===== config.mk =====
export PLATFORM = sky130hd
export DESIGN_NAME = lps_front_flat
export DESIGN_NICKNAME = d
export VERILOG_FILES = /design/src/hdl/lps_pkg.sv /design/src/hdl/lps_req_if.sv /design/src/hdl/lps_front.sv /design/src/flat_wrapper.sv
export SDC_FILE = /design/constraint.sdc
export NUM_CORES = 1
export LEC_CHECK = 0
export BUFFER_PORTS_ARGS = -buffer_cell sky130_fd_sc_hd__buf_4
export CELL_PAD_IN_SITES_DETAIL_PLACEMENT = 0
export CELL_PAD_IN_SITES_GLOBAL_PLACEMENT = 1
export CORE_MARGIN = 5
export CORE_UTILIZATION = 32
export DETAILED_ROUTE_END_ITERATION = 10
export GPL_TIMING_DRIVEN = 1
export PLACE_DENSITY = 0.89
export SLEW_MARGIN = 20
export SYNTH_ARGS = -nofsm -noshare
export SYNTH_HDL_FRONTEND = slang
export SYNTH_SLANG_ARGS = --single-unit

===== constraint.sdc =====
create_clock -name vclk -period 2.55
set_input_delay 0.255 -clock vclk [all_inputs]
set_output_delay 0.255 -clock vclk [all_outputs]
set_load 0.02 [all_outputs]

===== src/hdl/lps_pkg.sv =====
`timescale 1ns / 1ps
// ----------------------------------------------------------------------------
// lps_pkg: shared types and constants of the latency statistics block
// Field widths, record layout, report codes and the record update function.
// ----------------------------------------------------------------------------
package lps_pkg;

   localparam int FRONT_W  = 4;
   localparam int RTT_W    = 31;
   localparam int SEC_W    = 17;
   localparam int KIND_W   = 4;
   localparam int VALUE_W  = 48;
   localparam int CNT32_W  = 32;
   localparam int SUM_W    = 48;
   localparam int BIN_MAX  = 8;
   localparam int BIN_W    = 3;
   localparam int CUT_REGS = 7;
   localparam int EMIT_W   = 5;
   localparam int CSR_AW   = 5;
   localparam int CSR_DW   = 32;

   // Statistic codes of a report beat.
   localparam logic [KIND_W-1:0] KIND_COUNT = 4'd0;
   localparam logic [KIND_W-1:0] KIND_MIN   = 4'd1;
   localparam logic [KIND_W-1:0] KIND_MAX   = 4'd2;
   localparam logic [KIND_W-1:0] KIND_SUM   = 4'd3;
   localparam logic [KIND_W-1:0] KIND_BIN0  = 4'd4;
   localparam int STAT_FIXED = 4;

   localparam logic [CUT_REGS-1:0][RTT_W-1:0] CUT_RESET = {
      31'd100000, 31'd50000, 31'd10000, 31'd5000, 31'd2000, 31'd1000, 31'd500
   };

   typedef enum logic [1:0] {ST_FETCH, ST_APPLY, ST_EMIT} state_type;

   typedef struct packed {
      logic [FRONT_W-1:0] front;
      logic [RTT_W-1:0]   rtt;
      logic [SEC_W-1:0]   second;
      logic [BIN_W-1:0]   bin;
   } item_type;

   typedef struct packed {
      logic [CNT32_W-1:0]              count;
      logic [RTT_W-1:0]                min;
      logic [RTT_W-1:0]                max;
      logic [SUM_W-1:0]                sum;
      logic [BIN_MAX-1:0][CNT32_W-1:0] bin_cnt;
   } rec_type;

   typedef struct packed {
      logic [SEC_W-1:0] second;
      rec_type          rec;
   } sec_row_type;

   // Add one sample to a record; a minimum of zero counts as unset.
   function automatic rec_type rec_add(input rec_type r, input logic [RTT_W-1:0] rtt,
                                       input logic [BIN_W-1:0] bin);
      rec_type n;
      n = r;
      if (r.min > rtt || r.min == '0) n.min = rtt;
      if (r.max < rtt) n.max = rtt;
      n.count = r.count + 32'd1;
      n.sum = r.sum + {{(SUM_W-RTT_W){1'b0}}, rtt};
      n.bin_cnt[bin] = r.bin_cnt[bin] + 32'd1;
      return n;
   endfunction

endpackage


===== src/hdl/lps_req_if.sv =====
`timescale 1ns / 1ps
// ----------------------------------------------------------------------------
// lps_req_if: sample channel
// Valid/ready channel carrying one latency sample per beat.
// ----------------------------------------------------------------------------
interface lps_req_if;
   logic        valid;
   logic        ready;
   logic [3:0]  front_id;
   logic [30:0] rtt_us;
   logic [16:0] second_of_day;

   modport source(output valid, output front_id, output rtt_us, output second_of_day,
                  input ready);
   modport sink(input valid, input front_id, input rtt_us, input second_of_day,
                output ready);
endinterface


===== src/hdl/lps_front.sv =====
`timescale 1ns / 1ps
// ----------------------------------------------------------------------------
// lps_front: sample intake and bin classification
// Drops samples for unknown fronts and picks the latency bin of the rest.
// ----------------------------------------------------------------------------
module lps_front #(
   parameter int FRONT_COUNT = 16,
   parameter int BIN_COUNT   = 8
) (
   lps_req_if.sink                                            req,
   input  logic [lps_pkg::CUT_REGS-1:0][lps_pkg::RTT_W-1:0]  cut_lines,
   input  logic                                               queue_full,
   output logic                                               push,
   output lps_pkg::item_type                                  item
);
   import lps_pkg::*;

   logic [BIN_W-1:0] bin;
   logic             in_range;

   // First bin whose cut line the sample does not exceed, else the last bin.
   always_comb begin
      bin = BIN_W'(BIN_COUNT - 1);
      for (int i = BIN_COUNT - 2; i >= 0; i--) begin
         if (i < CUT_REGS && req.rtt_us <= cut_lines[i]) bin = BIN_W'(i);
      end
   end

   assign in_range  = (32'(req.front_id) < 32'(FRONT_COUNT));
   assign req.ready = !queue_full;
   assign push      = req.valid && !queue_full && in_range;

   always_comb begin
      item.front  = req.front_id;
      item.rtt    = req.rtt_us;
      item.second = req.second_of_day;
      item.bin    = bin;
   end
endmodule


===== src/flat_wrapper.sv =====
// flat-port wrapper written by rule: the top's interface ports become plain ports
module lps_front_flat import lps_pkg::*;
#(
   parameter int FRONT_COUNT = 16,
   parameter int BIN_COUNT   = 8
)
  (cut_lines, queue_full, push, item, req_valid, req_front_id, req_rtt_us, req_second_of_day, req_ready);
  lps_req_if req_i ();
  input  logic [lps_pkg::CUT_REGS-1:0][lps_pkg::RTT_W-1:0] cut_lines;
  input  logic queue_full;
  output logic push;
  output lps_pkg::item_type item;
  input wire logic [$bits(req_i.valid)-1:0] req_valid;
  input wire logic [$bits(req_i.front_id)-1:0] req_front_id;
  input wire logic [$bits(req_i.rtt_us)-1:0] req_rtt_us;
  input wire logic [$bits(req_i.second_of_day)-1:0] req_second_of_day;
  output wire logic [$bits(req_i.ready)-1:0] req_ready;
  assign req_i.valid = req_valid;
  assign req_i.front_id = req_front_id;
  assign req_i.rtt_us = req_rtt_us;
  assign req_i.second_of_day = req_second_of_day;
  assign req_ready = req_i.ready;
  lps_front #(.FRONT_COUNT(FRONT_COUNT), .BIN_COUNT(BIN_COUNT)) u_core (.req(req_i), .cut_lines(cut_lines), .queue_full(queue_full), .push(push), .item(item));
endmodule

==> run_results.csv <==
group,metric,value,unit
floorplanning,io_pins,328,
hold_path,min-delay-start,"req_second_of_day[8]",
finish,final_nets,1618,
sta,fmax,387,MHz
setup_path,timing.critical_path.buf_inv,4,
sta,rsz0062_at_grt,"yes",
place,placed_cells,1351,
setup_path,crit_arrival,2.33,ns
hold_path,whs_path_depth,0,
finish,nFlopsAndLatches,0,
sta,worstMarginPinSlew,0.458,ns
setup_path,cp_cell_sequence,"buf_4 -> buf_4 -> buf_4 -> ha_1 -> nand2_1 -> o21a_1 -> o221ai_4 -> nand2b_4 -> o221a_4 -> o311ai_2 -> a21boi_2 -> buf_6",
finish,seq_area,0,um2
setup_path,crit_type,"in2out",
finish,stdcell_area,9350,um2
power,power.share.switching,0.480,
power,pwr-share-comb,1.000,
grt,antenna_found_initial,1,
route,firstDrtPassIters,4,
place,dp_hpwl,20.3,mm
finish,drive_above_1_share,0.406,
floorplanning,rows,49,
sta,setup_ws,-0.0360,ns
run_status,violations,"setup timing",
yosys,netlist_instances,822,
route,ant_nets,0,
power,power.share.clock,0,
power,powerDensity,166,nW/um2
floorplanning,coreArea,18100,um2
sta,finalCriticalPeriod,2.59,ns
place,postPlaceCellArea,8480,um2
sta,relSlewSlack,0.693,
yosys,ys_types,52,
clocking,postCtsHoldBufs,0,
power,leakagePower,5.33,nW
route,vias,6749,
setup_path,cp_common_cell,"buf_4",
setup_path,cp-start-kind,"input pin",
floorplanning,die_w,146,um
setup_path,cp_slowest_cell,"ha_1",
sta,maxSlewViolCount,0,
hold_path,min_to,"item[11]",
setup_path,cp-end-kind,"output pin",
finish,fin_util,0.517,
finish,layout_commonest_cell,"buf_4",
finish,syn2layout_area_growth,57.6,%
place,io_buffers,286,
grt,grt_pass1_wl,35.0,mm
route,drc,0,
hold_path,holdCritPathClass,"in2out",
grt,overflow,0,
power,peakVddDrop,0.106,mV
setup_path,crit_fanout,5,
sta,setup_viol,2,
setup_path,cp_top_family,"compound AO/OA/AOI/OAI gates",
power,power_switching,0.743,mW
floorplanning,die_height,146,um
sta,finalHoldViolations,0,
finish,fin_cells,1358,
grt,grt_max_degree,9,
power,seq_power_share,0,
setup_path,slowest_delay,0.27,ns
place,gp_congestion,0.924,
grt,grt_usage,0.198,
yosys,synth.net_count,1310,
setup_path,cp_data_required_time,2.30,ns
finish,multi_input_area,5460,um2
grt,grt_pass1_vias,6926,
route,drtIter0Drc,138,
run,max_cap_viol_count,0,
route,avgViaCountPerCell,4.97,
finish,nFillCells,1820,
yosys,ys_seq_area_frac,0,
run_status,status,"finished, violations left",
yosys,yosysWarnings,0,
sta,hold-worst-slack,0.510,ns
finish,mostFrequentLayoutCells,"buf_4, inv_1, ha_1",
sta,fin_crit_sh,1.01,
power,intPower,0.806,mW
floorplanning,start_util,0.328,
finish,nClkBuffers,0,
yosys,syn_area,5930,um2
route,wire_per_inst,17.2,um
floorplanning,die_area,21400,um2
route,routed_wl,23.3,mm
yosys,syn_area_per_cell,7.22,um2
==> synth_stat cells, types with 2 or more instances <==
| master | count | area [um2] |
|---|---|---|
| a2111oi_0 | 2 | 17.5 |
| a211oi_1 | 9 | 67.6 |
| a21o_1 | 18 | 135 |
| a21oi_1 | 71 | 355 |
| a221o_1 | 3 | 30.0 |
| a221o_2 | 2 | 22.5 |
| a221oi_1 | 5 | 43.8 |
| a22oi_1 | 2 | 15.0 |
| and2_1 | 2 | 12.5 |
| and4_1 | 4 | 35.0 |
| buf_4 | 52 | 390 |
| ha_1 | 217 | 2720 |
| inv_1 | 216 | 811 |
| nand2_1 | 39 | 146 |
| nand2b_1 | 2 | 12.5 |
| nand3_1 | 24 | 120 |
| nand3b_1 | 5 | 37.5 |
| nand4_1 | 39 | 244 |
| nand4_2 | 3 | 37.5 |
| nor2_1 | 27 | 101 |
| nor3_1 | 11 | 55.1 |
| nor4_1 | 4 | 25.0 |
| o211ai_1 | 6 | 45.0 |
| o21a_1 | 4 | 30.0 |
| o21ai_0 | 20 | 100 |
| o21ai_1 | 2 | 10.0 |
| o221ai_1 | 3 | 26.3 |
| o31a_1 | 3 | 26.3 |
| o31ai_1 | 4 | 30.0 |
==> worst max-delay path by stage <==
| stage | start | end | slack (ns) | cells after the start |
|---|---|---|---|---|
| after floorplan | cut_lines[114] | item[0] | 0.24 | 9 |
| after global placement | req_rtt_us[22] | item[1] | -0.23 | 12 |
| after detailed placement | req_rtt_us[22] | item[1] | -0.26 | 12 |
| after CTS | req_rtt_us[4] | item[0] | -0.07 | 11 |
| after global routing | req_rtt_us[25] | item[0] | -0.11 | 12 |
| final | req_rtt_us[25] | item[0] | -0.04 | 12 |
==> cell families (layout without fill, tap and decap cells) <==
logic type / after synthesis / in the layout / synth area share
AOI/OAI and AO/OA: 170 / 170 / 0.189
adders and majority gates: 217 / 217 / 0.458
buffers and inverters: 268 / 574 / 0.202
muxes: 1 / 1 / 0.00169
other: 0 / 1 / 0
and+or+nand+nor: 166 / 166 / 0.149
==> cell type report <==
cell class,instances,share of cell area
inverters,216,0.0870
well taps,229,0.0307
repair buffers,358,0.298
diodes,1,0.000268
multi-input cells,554,0.584
==> metrics by stage <==
step	TNS, ns	setup slack [ns]	power, mW
3_3_place_gp	-0.664	-0.233	1.32
3_5_place_dp	-0.757	-0.260	1.35
5_1_grt	-0.259	-0.112	1.73
6_report	-0.0461	-0.0360	1.55
2_1_floorplan	0	0.244	0.745
4_1_cts	-0.134	-0.0729	1.42
==> per-layer routing <==
layer  track usage  share of wire  up-vias
met5             0              0        -
met3        0.0332          0.064       15
met1         0.242           0.42     3075
met4        0.0240          0.013        0
met2         0.372           0.50      215
li1              -              -     3444
==> repair_timing <==
item / 4_1_cts / 5_1_grt
buffers inserted: 2 / 4
setup endpoints to repair: 3 / 3
gates resized for setup: 48 / 79
pin swaps: 25 / 39
==> power by group through the flow <==
stage	clock [mW]	sequential, mW	combinational (mW)
floorplan	0	0	0.745
global placement	0	0	1.32
CTS	0	0	1.42
finish	0.0000000525	0	1.55
detailed placement	0	0	1.35
global route	0.0000000525	0	1.73
Note: power is estimated with default switching activity, not from simulation.
