### config.mk
export PLATFORM = sky130hd
export DESIGN_NAME = lps_queue
export DESIGN_NICKNAME = d
export VERILOG_FILES = /design/src/hdl/lps_pkg.sv /design/src/hdl/lps_queue.sv
export SDC_FILE = /design/constraint.sdc
export NUM_CORES = 1
export LEC_CHECK = 0
export BUFFER_PORTS_ARGS = -buffer_cell sky130_fd_sc_hd__buf_4
export CAP_MARGIN = 20
export CORE_ASPECT_RATIO = 0.8
export CORE_UTILIZATION = 40
export CTS_CLUSTER_DIAMETER = 80
export CTS_CLUSTER_SIZE = 25
export DETAILED_ROUTE_END_ITERATION = 16
export MAX_ROUTING_LAYER = met4
export SLEW_MARGIN = 15
export SYNTH_ARGS = -nofsm -noshare
export SYNTH_HDL_FRONTEND = slang
export SYNTH_SLANG_ARGS = --single-unit
### constraint.sdc
create_clock -name clock -period 4.3 [get_ports clock]
set_input_delay 0.215 -clock clock [delete_from_list [all_inputs] [get_ports clock]]
set_output_delay 0.215 -clock clock [all_outputs]
set_load 0.1 [all_outputs]
### src/hdl/lps_pkg.sv
`timescale 1ns / 1ps
// ----------------------------------------------------------------------------
// lps_pkg: shared types and constants of the latency statistics block
// Field widths, record layout, report codes and the record update function.
// ----------------------------------------------------------------------------
package lps_pkg;

   localparam int FRONT_W  = 4;
   localparam int RTT_W    = 31;
   localparam int SEC_W    = 17;
   localparam int KIND_W   = 4;
   localparam int VALUE_W  = 48;
   localparam int CNT32_W  = 32;
   localparam int SUM_W    = 48;
   localparam int BIN_MAX  = 8;
   localparam int BIN_W    = 3;
   localparam int CUT_REGS = 7;
   localparam int EMIT_W   = 5;
   localparam int CSR_AW   = 5;
   localparam int CSR_DW   = 32;

   // Statistic codes of a report beat.
   localparam logic [KIND_W-1:0] KIND_COUNT = 4'd0;
   localparam logic [KIND_W-1:0] KIND_MIN   = 4'd1;
   localparam logic [KIND_W-1:0] KIND_MAX   = 4'd2;
   localparam logic [KIND_W-1:0] KIND_SUM   = 4'd3;
   localparam logic [KIND_W-1:0] KIND_BIN0  = 4'd4;
   localparam int STAT_FIXED = 4;

   localparam logic [CUT_REGS-1:0][RTT_W-1:0] CUT_RESET = {
      31'd100000, 31'd50000, 31'd10000, 31'd5000, 31'd2000, 31'd1000, 31'd500
   };

   typedef enum logic [1:0] {ST_FETCH, ST_APPLY, ST_EMIT} state_type;

   typedef struct packed {
      logic [FRONT_W-1:0] front;
      logic [RTT_W-1:0]   rtt;
      logic [SEC_W-1:0]   second;
      logic [BIN_W-1:0]   bin;
   } item_type;

   typedef struct packed {
      logic [CNT32_W-1:0]              count;
      logic [RTT_W-1:0]                min;
      logic [RTT_W-1:0]                max;
      logic [SUM_W-1:0]                sum;
      logic [BIN_MAX-1:0][CNT32_W-1:0] bin_cnt;
   } rec_type;

   typedef struct packed {
      logic [SEC_W-1:0] second;
      rec_type          rec;
   } sec_row_type;

   // Add one sample to a record; a minimum of zero counts as unset.
   function automatic rec_type rec_add(input rec_type r, input logic [RTT_W-1:0] rtt,
                                       input logic [BIN_W-1:0] bin);
      rec_type n;
      n = r;
      if (r.min > rtt || r.min == '0) n.min = rtt;
      if (r.max < rtt) n.max = rtt;
      n.count = r.count + 32'd1;
      n.sum = r.sum + {{(SUM_W-RTT_W){1'b0}}, rtt};
      n.bin_cnt[bin] = r.bin_cnt[bin] + 32'd1;
      return n;
   endfunction

endpackage

### src/hdl/lps_queue.sv
`timescale 1ns / 1ps
// ----------------------------------------------------------------------------
// lps_queue: two-entry sample queue
// Decouples sample classification from the statistics engine.
// ----------------------------------------------------------------------------
module lps_queue (
   input  logic             clock,
   input  logic             reset,
   input  logic             push,
   input  lps_pkg::item_type din,
   output logic             full,
   input  logic             pop,
   output lps_pkg::item_type dout,
   output logic             not_empty
);
   import lps_pkg::*;

   item_type   slot_ff [2];
   logic       wr_ptr_ff, wr_ptr_in;
   logic       rd_ptr_ff, rd_ptr_in;
   logic [1:0] fill_ff, fill_in;

   assign full      = (fill_ff == 2'd2);
   assign not_empty = (fill_ff != 2'd0);
   assign dout      = slot_ff[rd_ptr_ff];

   always_comb begin
      wr_ptr_in = wr_ptr_ff ^ push;
      rd_ptr_in = rd_ptr_ff ^ pop;
      fill_in   = fill_ff + {1'b0, push} - {1'b0, pop};
   end

   always_ff @(posedge clock) begin
      if (reset) begin
         wr_ptr_ff <= 1'b0;
         rd_ptr_ff <= 1'b0;
         fill_ff   <= 2'd0;
      end else begin
         wr_ptr_ff <= wr_ptr_in;
         rd_ptr_ff <= rd_ptr_in;
         fill_ff   <= fill_in;
      end
   end

   always_ff @(posedge clock) begin
      if (push) slot_ff[wr_ptr_ff] <= din;
   end
endmodule

==> impl_metrics.ini, run 1 <==
[route]
wire_per_inst_um = 15.0
via_count = 2364
avgViaCountPerCell = 4.48
drt_wl_total_um = 7910
drc = 0
drt_iter0_markers = 119
first_pass_iters = 4
postRouteAntennaNets = 0

[global_routing]
grt_pass1_wl_um = 12400
grt_pass1_vias = 2451
grt_usage_pct = 15.8
antenna_found_initial = 0
grt_max_degree = 57
overflow = 0

[place]
place.port_buffers = 115
place_ws_ps = 2380
place_congestion = 0.711
placed_area_um2 = 5340
post-dp-hpwl_um = 4630

[finish]
fillers = 814
diodes = 0
syn_to_final_growth_pct = 48.4
final_nets = 439
finalInstanceArea_um2 = 6430
final_util_pct = 61.8
drive_gt1_share_pct = 51.3

[synthesis]
synth_top_area_share_pct = 76.2
ys_ff_latch = 114
synth.distinct_cells = 13
synthTopCellsByArea = edfxtp_1 (76%), mux2_4 (14%), mux2_2 (3.9%), dfxtp_1 (1.8%), buf_6 (1.3%)
syn-num-nets = 253
synth_area_per_cell_um2 = 22.8
syn_inst = 190
seq_area_frac_synth_pct = 78.0
syn_area_um2 = 4340
yosys_warnings = 0
yosysTopAreaCell = edfxtp_1

[clock_network]
clkSinkCount = 114
cts_buffers = 17
cts_buffer_depth = 2
clk_pin_slew_ps = 50
clk_latency_ps = 390
cts_root_buffer = clkbuf_16
cts_tree = done
cts.repair.resized = 0
h-tree-depth = 4

[worst_setup_path]
cp_slowest_stage_delay_ps = 1010
regToRegSetupSlack_ps = 2480
worstSetupStartpoint = rd_ptr_ff
worstSetupEndpointType = output port
reg2reg_from = wr_ptr_ff
required_ps = 4090
startpoint_type = flop
crit_fanout = 56
crit_type = flop to output port
crit_slowest_cell = dfxtp_4
arrival_ps = 2080
cp_cell_sequence = mux2_2, buf_4

[power_and_ir_drop]
p_per_area_nw_per_um2 = 532
leakage_nw = 2.55
ir_worst_vdd_mv = 0.409

[sta]
hold_violations = 0
tightest_slew_ps = 1000
fin_crit_sh_pct = 53.4
rsz0062_at_grt = no
fin_crit_ps = 2290
clock.fmax_ghz = 0.436
slew_headroom_pct = 33.1
slew_violations = 0
final.setup.worst_slack_ps = 2010
tns_ps = 0
setup_viol = 0
fin_skew_ps = 5.64

[floorplan]
die_area_um2 = 11300
start_util_pct = 41.7
fp.dieH_um = 95.1
pin_count = 116
die_x_um = 118
num_rows = 33
core_area_um2 = 10400

[hold_path]
worstHoldPathType = input pin to flop
hp-start = pop

[run]
cap_viol_max_count = 0

[run_status]
status = completed
[cells by family after synthesis]
logic type / share of synthesized area, %
DFF: 78.0
adders and majority gates: 1.15
muxes: 17.7
xor gates and xnor gates: 0.721
buffers and inverters: 1.67
and+or+nand+nor: 0.692
[repair_timing]
| action | in CTS | in global routing |
|---|---|---|
| hold endpoints to repair | 110 | 0 |
| setup buffers | 0 | 0 |
| hold buffers | 56 | 0 |
| setup endpoints to repair | 0 | 0 |
[synthesized netlist by cell type, drive strengths merged]
cell type,count
or2,1
nor2,3
mux2,55
dfxtp,4
ha,4
buf,6
edfxtp,110
xnor2,1
nor2b,2
xnor3,1
inv,3
[power breakdown]
| part | switching (mW) | internal (mW) |
|---|---|---|
| combinational | 0.564 | 0.245 |
| clock | 0.431 | 0.839 |
| sequential | 0.0458 | 1.30 |
[layout make-up]
| type | instances | area [um^2] | area share (%) |
|---|---|---|---|
| Sequential cell | 114 | 3390 | 52.6 |
| Timing Repair Buffer | 173 | 1440 | 22.4 |
| Multi-Input combinational cell | 67 | 886 | 13.8 |
| Clock buffer | 23 | 448 | 6.96 |
| Tap cell | 140 | 175 | 2.72 |
| Clock inverter | 8 | 87.6 | 1.36 |
| Inverter | 3 | 11.3 | 0.175 |
[placed cells by master (no fill, tap or decap), drive strengths merged]
master / Yosys / layout
bufinv: 0 / 2
ha: 4 / 4
buf: 6 / 117
nor2: 3 / 3
clkbuf: 0 / 23
xnor3: 1 / 1
inv: 3 / 3
clkinv: 0 / 6
nor2b: 2 / 2
xnor2: 1 / 1
dlygate4sd3: 0 / 56
mux2: 55 / 55
or2: 1 / 1
dfxtp: 4 / 4
edfxtp: 110 / 110
[critical path, delay by kind of cell (launching register included)]
family | cells | cell delay, ps
flops | 1 | 1010
buf+inv | 1 | 230
mux | 1 | 420
[flip-flops by register name (all words and copies together) (netlist names)]
| register | flops |
|---|---|
| slot_ff | 110 |
| fill_ff | 2 |
| rd_ptr_ff | 1 |
| wr_ptr_ff | 1 |
[metrics by stage]
stage               hold WS [ps]  total power, mW  instances
floorplan                    287             1.98        190
global placement             400             2.13        441
detailed placement           403             2.14        441
CTS                         48.7             3.46        528
global route                47.1             3.55        528
finish                      69.0             3.43        528
[worst paths after layout]
| check | end | cells after the start |
|---|---|---|
| worst max register to register | slot_ff[0][45] | 3 |
| worst max-delay path | dout[3] | 2 |
| worst min-delay path | rd_ptr_ff | 3 |
| worst min register to register | wr_ptr_ff | 3 |
[metal layers]
layer	vias to the layer above	routed length [um]	GRT usage, %
li1	1117	-	-
met1	1158	3720	19.6
met2	84	3660	23.7
met3	5	464	5.32
met4	0	58	7.28
met5	-	0	-
(Power assumes the default switching activity.)
==> inputs of run 2 (changes only) <==
Settings changed: ABC_AREA from default to 1, PLACE_DENSITY from default to 0.66.
Clock period 4.3 ns to 2 ns, I/O delays scaled along.
==> run 2 against run 1 <==
  * Sequential power rose by 110%
  * Synthesized cell count rose by 4.2%
  * Critical path depth rose by 1
  * Cell count rose by 2.5%
  * Sequential share of layout area fell by 0.51 points
  * Wire length fell by 1.8%
  * Critical path type unchanged
  * Critical endpoint is now dout[2]
==> impl_metrics.ini, run 2 <==
[finish]
final_util_pct = 62.4
diodes = 0
mostFrequentLayoutCell = buf_4
reg_top3 = slot_ff: 110 flops, fill_ff: 2 flops
final_nets = 453
largest_register_ff_count = 110
final_cell_mix = buf_4 (119), edfxtp_1 (110), dlygate4sd3_1 (57), mux2_4 (40), clkbuf_16 (17)
syn_to_final_growth_pct = 49.6
drive_gt1_share_pct = 50.1
fin_cells = 541
top_register = slot_ff
finalInstanceArea_um2 = 6500

[sta]
tns_ps = 0
fin_crit_ps = 1890
hold_violations = 0
rsz0062_at_grt = no
slew_headroom_pct = 78.1
clock.fmax_ghz = 0.529
finalHoldWorstSlack_ps = 34.3
tightest_slew_ps = 329
fin_crit_sh_pct = 94.6
final.setup.worst_slack_ps = 108
slew_violations = 0
setup_viol = 0
fin_skew_ps = 6.89

[route]
first_pass_iters = 4
postRouteAntennaNets = 0
drt_iter0_markers = 79
drt_wl_total_um = 7770
avgViaCountPerCell = 4.47
via_count = 2417
drc = 0
wire_per_inst_um = 14.4

[hold_path]
min_to = wr_ptr_ff
hp-start = push
holdPathStages = 3
worstHoldPathType = input pin to flop

[clock_network]
clkSinkCount = 114
cts_tree = done
cts_buffers = 17
clk_latency_ps = 390
h-tree-depth = 4
cts_buffer_depth = 2
clk_pin_slew_ps = 50
cts.repair.resized = 0
cts_root_buffer = clkbuf_16

[worst_setup_path]
crit_type = flop to output port
startpoint_type = flop
regToRegSetupSlack_ps = 580
reg2reg_to = rd_ptr_ff
arrival_ps = 1790
worstSetupEndpointType = output port
required_ps = 1900
rr_worst_depth = 3
reg2reg_from = rd_ptr_ff
crit_fanout = 20

[floorplan]
core_area_um2 = 10400
num_rows = 33
pin_count = 116
die_x_um = 118
die_area_um2 = 11300
fp.dieH_um = 95.2
start_util_pct = 41.7

[synthesis]
synthTopCellsByArea = edfxtp_1 (76%), mux2_4 (14%), mux2_2 (3.9%), dfxtp_1 (1.8%), buf_6 (1.3%)
synth-adder-area-share_pct = 1.15
syn_inst = 198
seq_area_frac_synth_pct = 77.9
synth_compound_gate_area_share_pct = 0.115
yosysMostFrequentCell = edfxtp_1
synth_top_area_share_pct = 76.1
synth.distinct_cells = 13
yosys-top-cells-count = edfxtp_1 (110), mux2_4 (40), mux2_2 (15)
yosys_warnings = 0
synth_area_per_cell_um2 = 21.9
synth_top_family_by_area = multiplexers
syn_area_um2 = 4340
ys_ff_latch = 114
syn-num-nets = 261
synth_simple_gate_area_share_pct = 0.893
synth_edf_count = 110
synth_ff_type = edfxtp_1
synth-async-reset-ratio_pct = 0
synth_xor_area_share_pct = 0.202
synth_mux_area_share_pct = 17.7
yosysTopAreaCell = edfxtp_1

[place]
place_congestion = 0.647
place.port_buffers = 115
placed_area_um2 = 5420
place_ws_ps = 509
post-dp-hpwl_um = 4630
numPlacedInstances = 454

[run]
cap_viol_max_count = 0

[global_routing]
grt_pass1_vias = 2536
antenna_found_initial = 0
overflow = 0
grt_pass1_wl_um = 12100
grt_usage_pct = 15.2
grt_max_degree = 56

[power_and_ir_drop]
p_per_area_nw_per_um2 = 1100
ir_worst_vdd_mv = 0.625
report.power.total_mw = 7.16
leakage_nw = 2.59

[run_status]
status = completed
run 2: timing repair:
item                      CTS  global route
hold endpoints to repair  114             0
setup buffers               0             0
hold buffers               57             0
run 2: logic make-up (layout without fill, tap and decap cells):
kind of cell | Yosys count | after routing
AO/OA/AOI/OAI | 1 | 1
flip-flops | 114 | 114
XOR/XNOR | 1 | 1
adder cells (fa/ha/maj) | 4 | 4
buffers and inverters | 13 | 216
AND/OR/NAND/NOR | 10 | 10
multiplexers | 55 | 55
run 2: worst max path at each step:
stage / start / end / slack [ps] / cells after the start
5_1_grt: rd_ptr_ff / dout[2] / 40 / 3
2_1_floorplan: fill_ff[1] / full / 280 / 2
3_5_place_dp: rd_ptr_ff / dout[2] / 510 / 3
4_1_cts: rd_ptr_ff / dout[2] / 70 / 3
3_3_place_gp: rd_ptr_ff / dout[2] / 500 / 3
6_report: rd_ptr_ff / dout[2] / 110 / 3
run 2: critical path, stage by stage, from the launching register on:
cell and delay, ps:
dfxtp_4 550, buf_4 260, mux2_2 350, buf_4 230
run 2: layout make-up:
type | count | area (um^2)
fillers | 790 | 3910
inverters | 7 | 26.3
clock inverters | 10 | 70.1
clock buffers | 20 | 437
multi-input cells | 71 | 877
repair buffers | 179 | 1520
well taps | 140 | 175
flip-flops and latches | 114 | 3390
run 2: power breakdown:
group | total (mW) | internal (mW) | switching (mW)
logic | 1.76 | 0.526 | 1.23
registers | 2.84 | 2.79 | 0.0528
clock network | 2.56 | 1.65 | 0.903
run 2: routing by layer:
layer  share of wire (%)  global-route usage, %
met5                   0                      -
met4                 1.0                   7.28
met3                 5.1                   4.72
met2                  51                   25.0
met1                  43                   17.1
==> inputs of run 3 (changes only) <==
Settings changed: ABC_AREA 1 to default.
==> run 3 against run 2 <==
  * Design area grew 1.1%
  * Sequential share of layout area shrank 0.58 points
  * Clock power grew 19%
  * Clock skew shrank 1.5 ps
  * Clock-buffer cell count shrank 3
  * Global-route usage grew 0.58 points
  * Via count shrank 1.2%
  * Total power grew 7.5%
  * Combinational power grew 3%
  * Worst setup slack gained 27 ps
  * First-iteration DRC count shrank 25%
==> impl_metrics.ini, run 3 (same netlist as run 1, synthesis figures left out) <==
[sta]
final.setup.worst_slack_ps = 135
hold_violations = 0
setup_viol = 0
tightest_slew_ps = 414
finalHoldWorstSlack_ps = 296
slew_violations = 0
fin_crit_ps = 1860
fin_skew_ps = 5.34
clock.fmax_ghz = 0.536
tns_ps = 0
fin_crit_sh_pct = 93.2
rsz0062_at_grt = no
slew_headroom_pct = 72.4

[finish]
top_register = slot_ff
final_nets = 445
fin_cells = 535
final_cell_mix = buf_4 (120), edfxtp_1 (110), dlygate4sd3_1 (58), mux2_4 (40), clkbuf_16 (17)
largest_register_ff_count = 110
reg_top3 = slot_ff: 110 flops, fill_ff: 2 flops
finalInstanceArea_um2 = 6570
fillers = 773
final_util_pct = 63.1
mostFrequentLayoutCell = buf_4
diodes = 0
syn_to_final_growth_pct = 51.5
drive_gt1_share_pct = 53.7

[clock_network]
clk_pin_slew_ps = 60
clk_latency_ps = 410
cts.repair.resized = 0
cts_tree = done
cts_buffers = 17
cts_buffer_depth = 2
ctsHoldBuffers = 58
cts_root_buffer = clkbuf_16
clkSinkCount = 114
h-tree-depth = 4
postCtsSetupRepairBufs = 0

[hold_path]
holdPathStages = 4
worstHoldPathType = input pin to flop

[power_and_ir_drop]
leakage_nw = 2.61
p_per_area_nw_per_um2 = 1170
ir_worst_vdd_mv = 0.793
report.power.total_mw = 7.70

[global_routing]
met2_usage_pct = 24.8
globalRouteMet3Util_pct = 7.18
busiest_layer = met2
antenna_found_initial = 0
grt_max_degree = 34
overflow = 0
grt_pass1_vias = 2444
grt_pass1_wl_um = 12300
grt_usage_pct = 15.8
grtUsageMet1_pct = 17.4

[route]
via_count = 2388
avgViaCountPerCell = 4.46
postRouteAntennaNets = 0
drc = 0
drt_iter0_markers = 59
wire_per_inst_um = 14.9
drt_wl_total_um = 7990
first_pass_iters = 4

[run]
cap_viol_max_count = 0

[worst_setup_path]
crit_type = flop to output port
rr_worst_depth = 4
crit_fanout = 23
worstSetupEndpointType = output port
required_ps = 1900
arrival_ps = 1760
startpoint_type = flop

[floorplan]
die_area_um2 = 11300
num_rows = 33
fp.dieH_um = 95.1
start_util_pct = 41.7
pin_count = 116
die_x_um = 118
core_area_um2 = 10400

[place]
post-dp-hpwl_um = 4810
place_congestion = 0.657
place.port_buffers = 115
numPlacedInstances = 445
place_ws_ps = 544
placed_area_um2 = 5380

[run_status]
status = completed
==> run 3: cell type report <==
cell class                      instances  area [um^2]  share of cell area, %
Inverter                                3         11.3                  0.171
Clock buffer                           17          425                   6.48
Tap cell                              140          175                   2.67
Multi-Input combinational cell         67          886                   13.5
Timing Repair Buffer                  179         1500                   22.9
Sequential cell                       114         3390                   51.6
Clock inverter                         15          183                   2.78
==> run 3: worst paths after layout <==
kind                              endpoint  slack, ps       from
worst max-delay path               dout[4]        140  rd_ptr_ff
worst min-delay path            fill_ff[1]        300        pop
worst max register to register   rd_ptr_ff        520  rd_ptr_ff
worst min register to register   wr_ptr_ff        570  wr_ptr_ff
==> run 3: worst max-delay path, stage by stage, from the launching register on <==
cell,delay [ps]
dfxtp_4,360
buf_4,370
mux2_2,380
buf_4,230
==> run 3: routing by layer <==
metal,vias to the layer above,wire (um)
li1,1132,-
met1,1154,3430
met2,90,3840
met3,12,632
met4,0,87
met5,-,0
==> run 3: power by group <==
group / internal, mW / switching [mW] / leakage (nW)
registers: 2.79 / 0.0405 / 1.07
logic: 0.539 / 1.28 / 1.25
clock network: 1.97 / 1.08 / 0.286
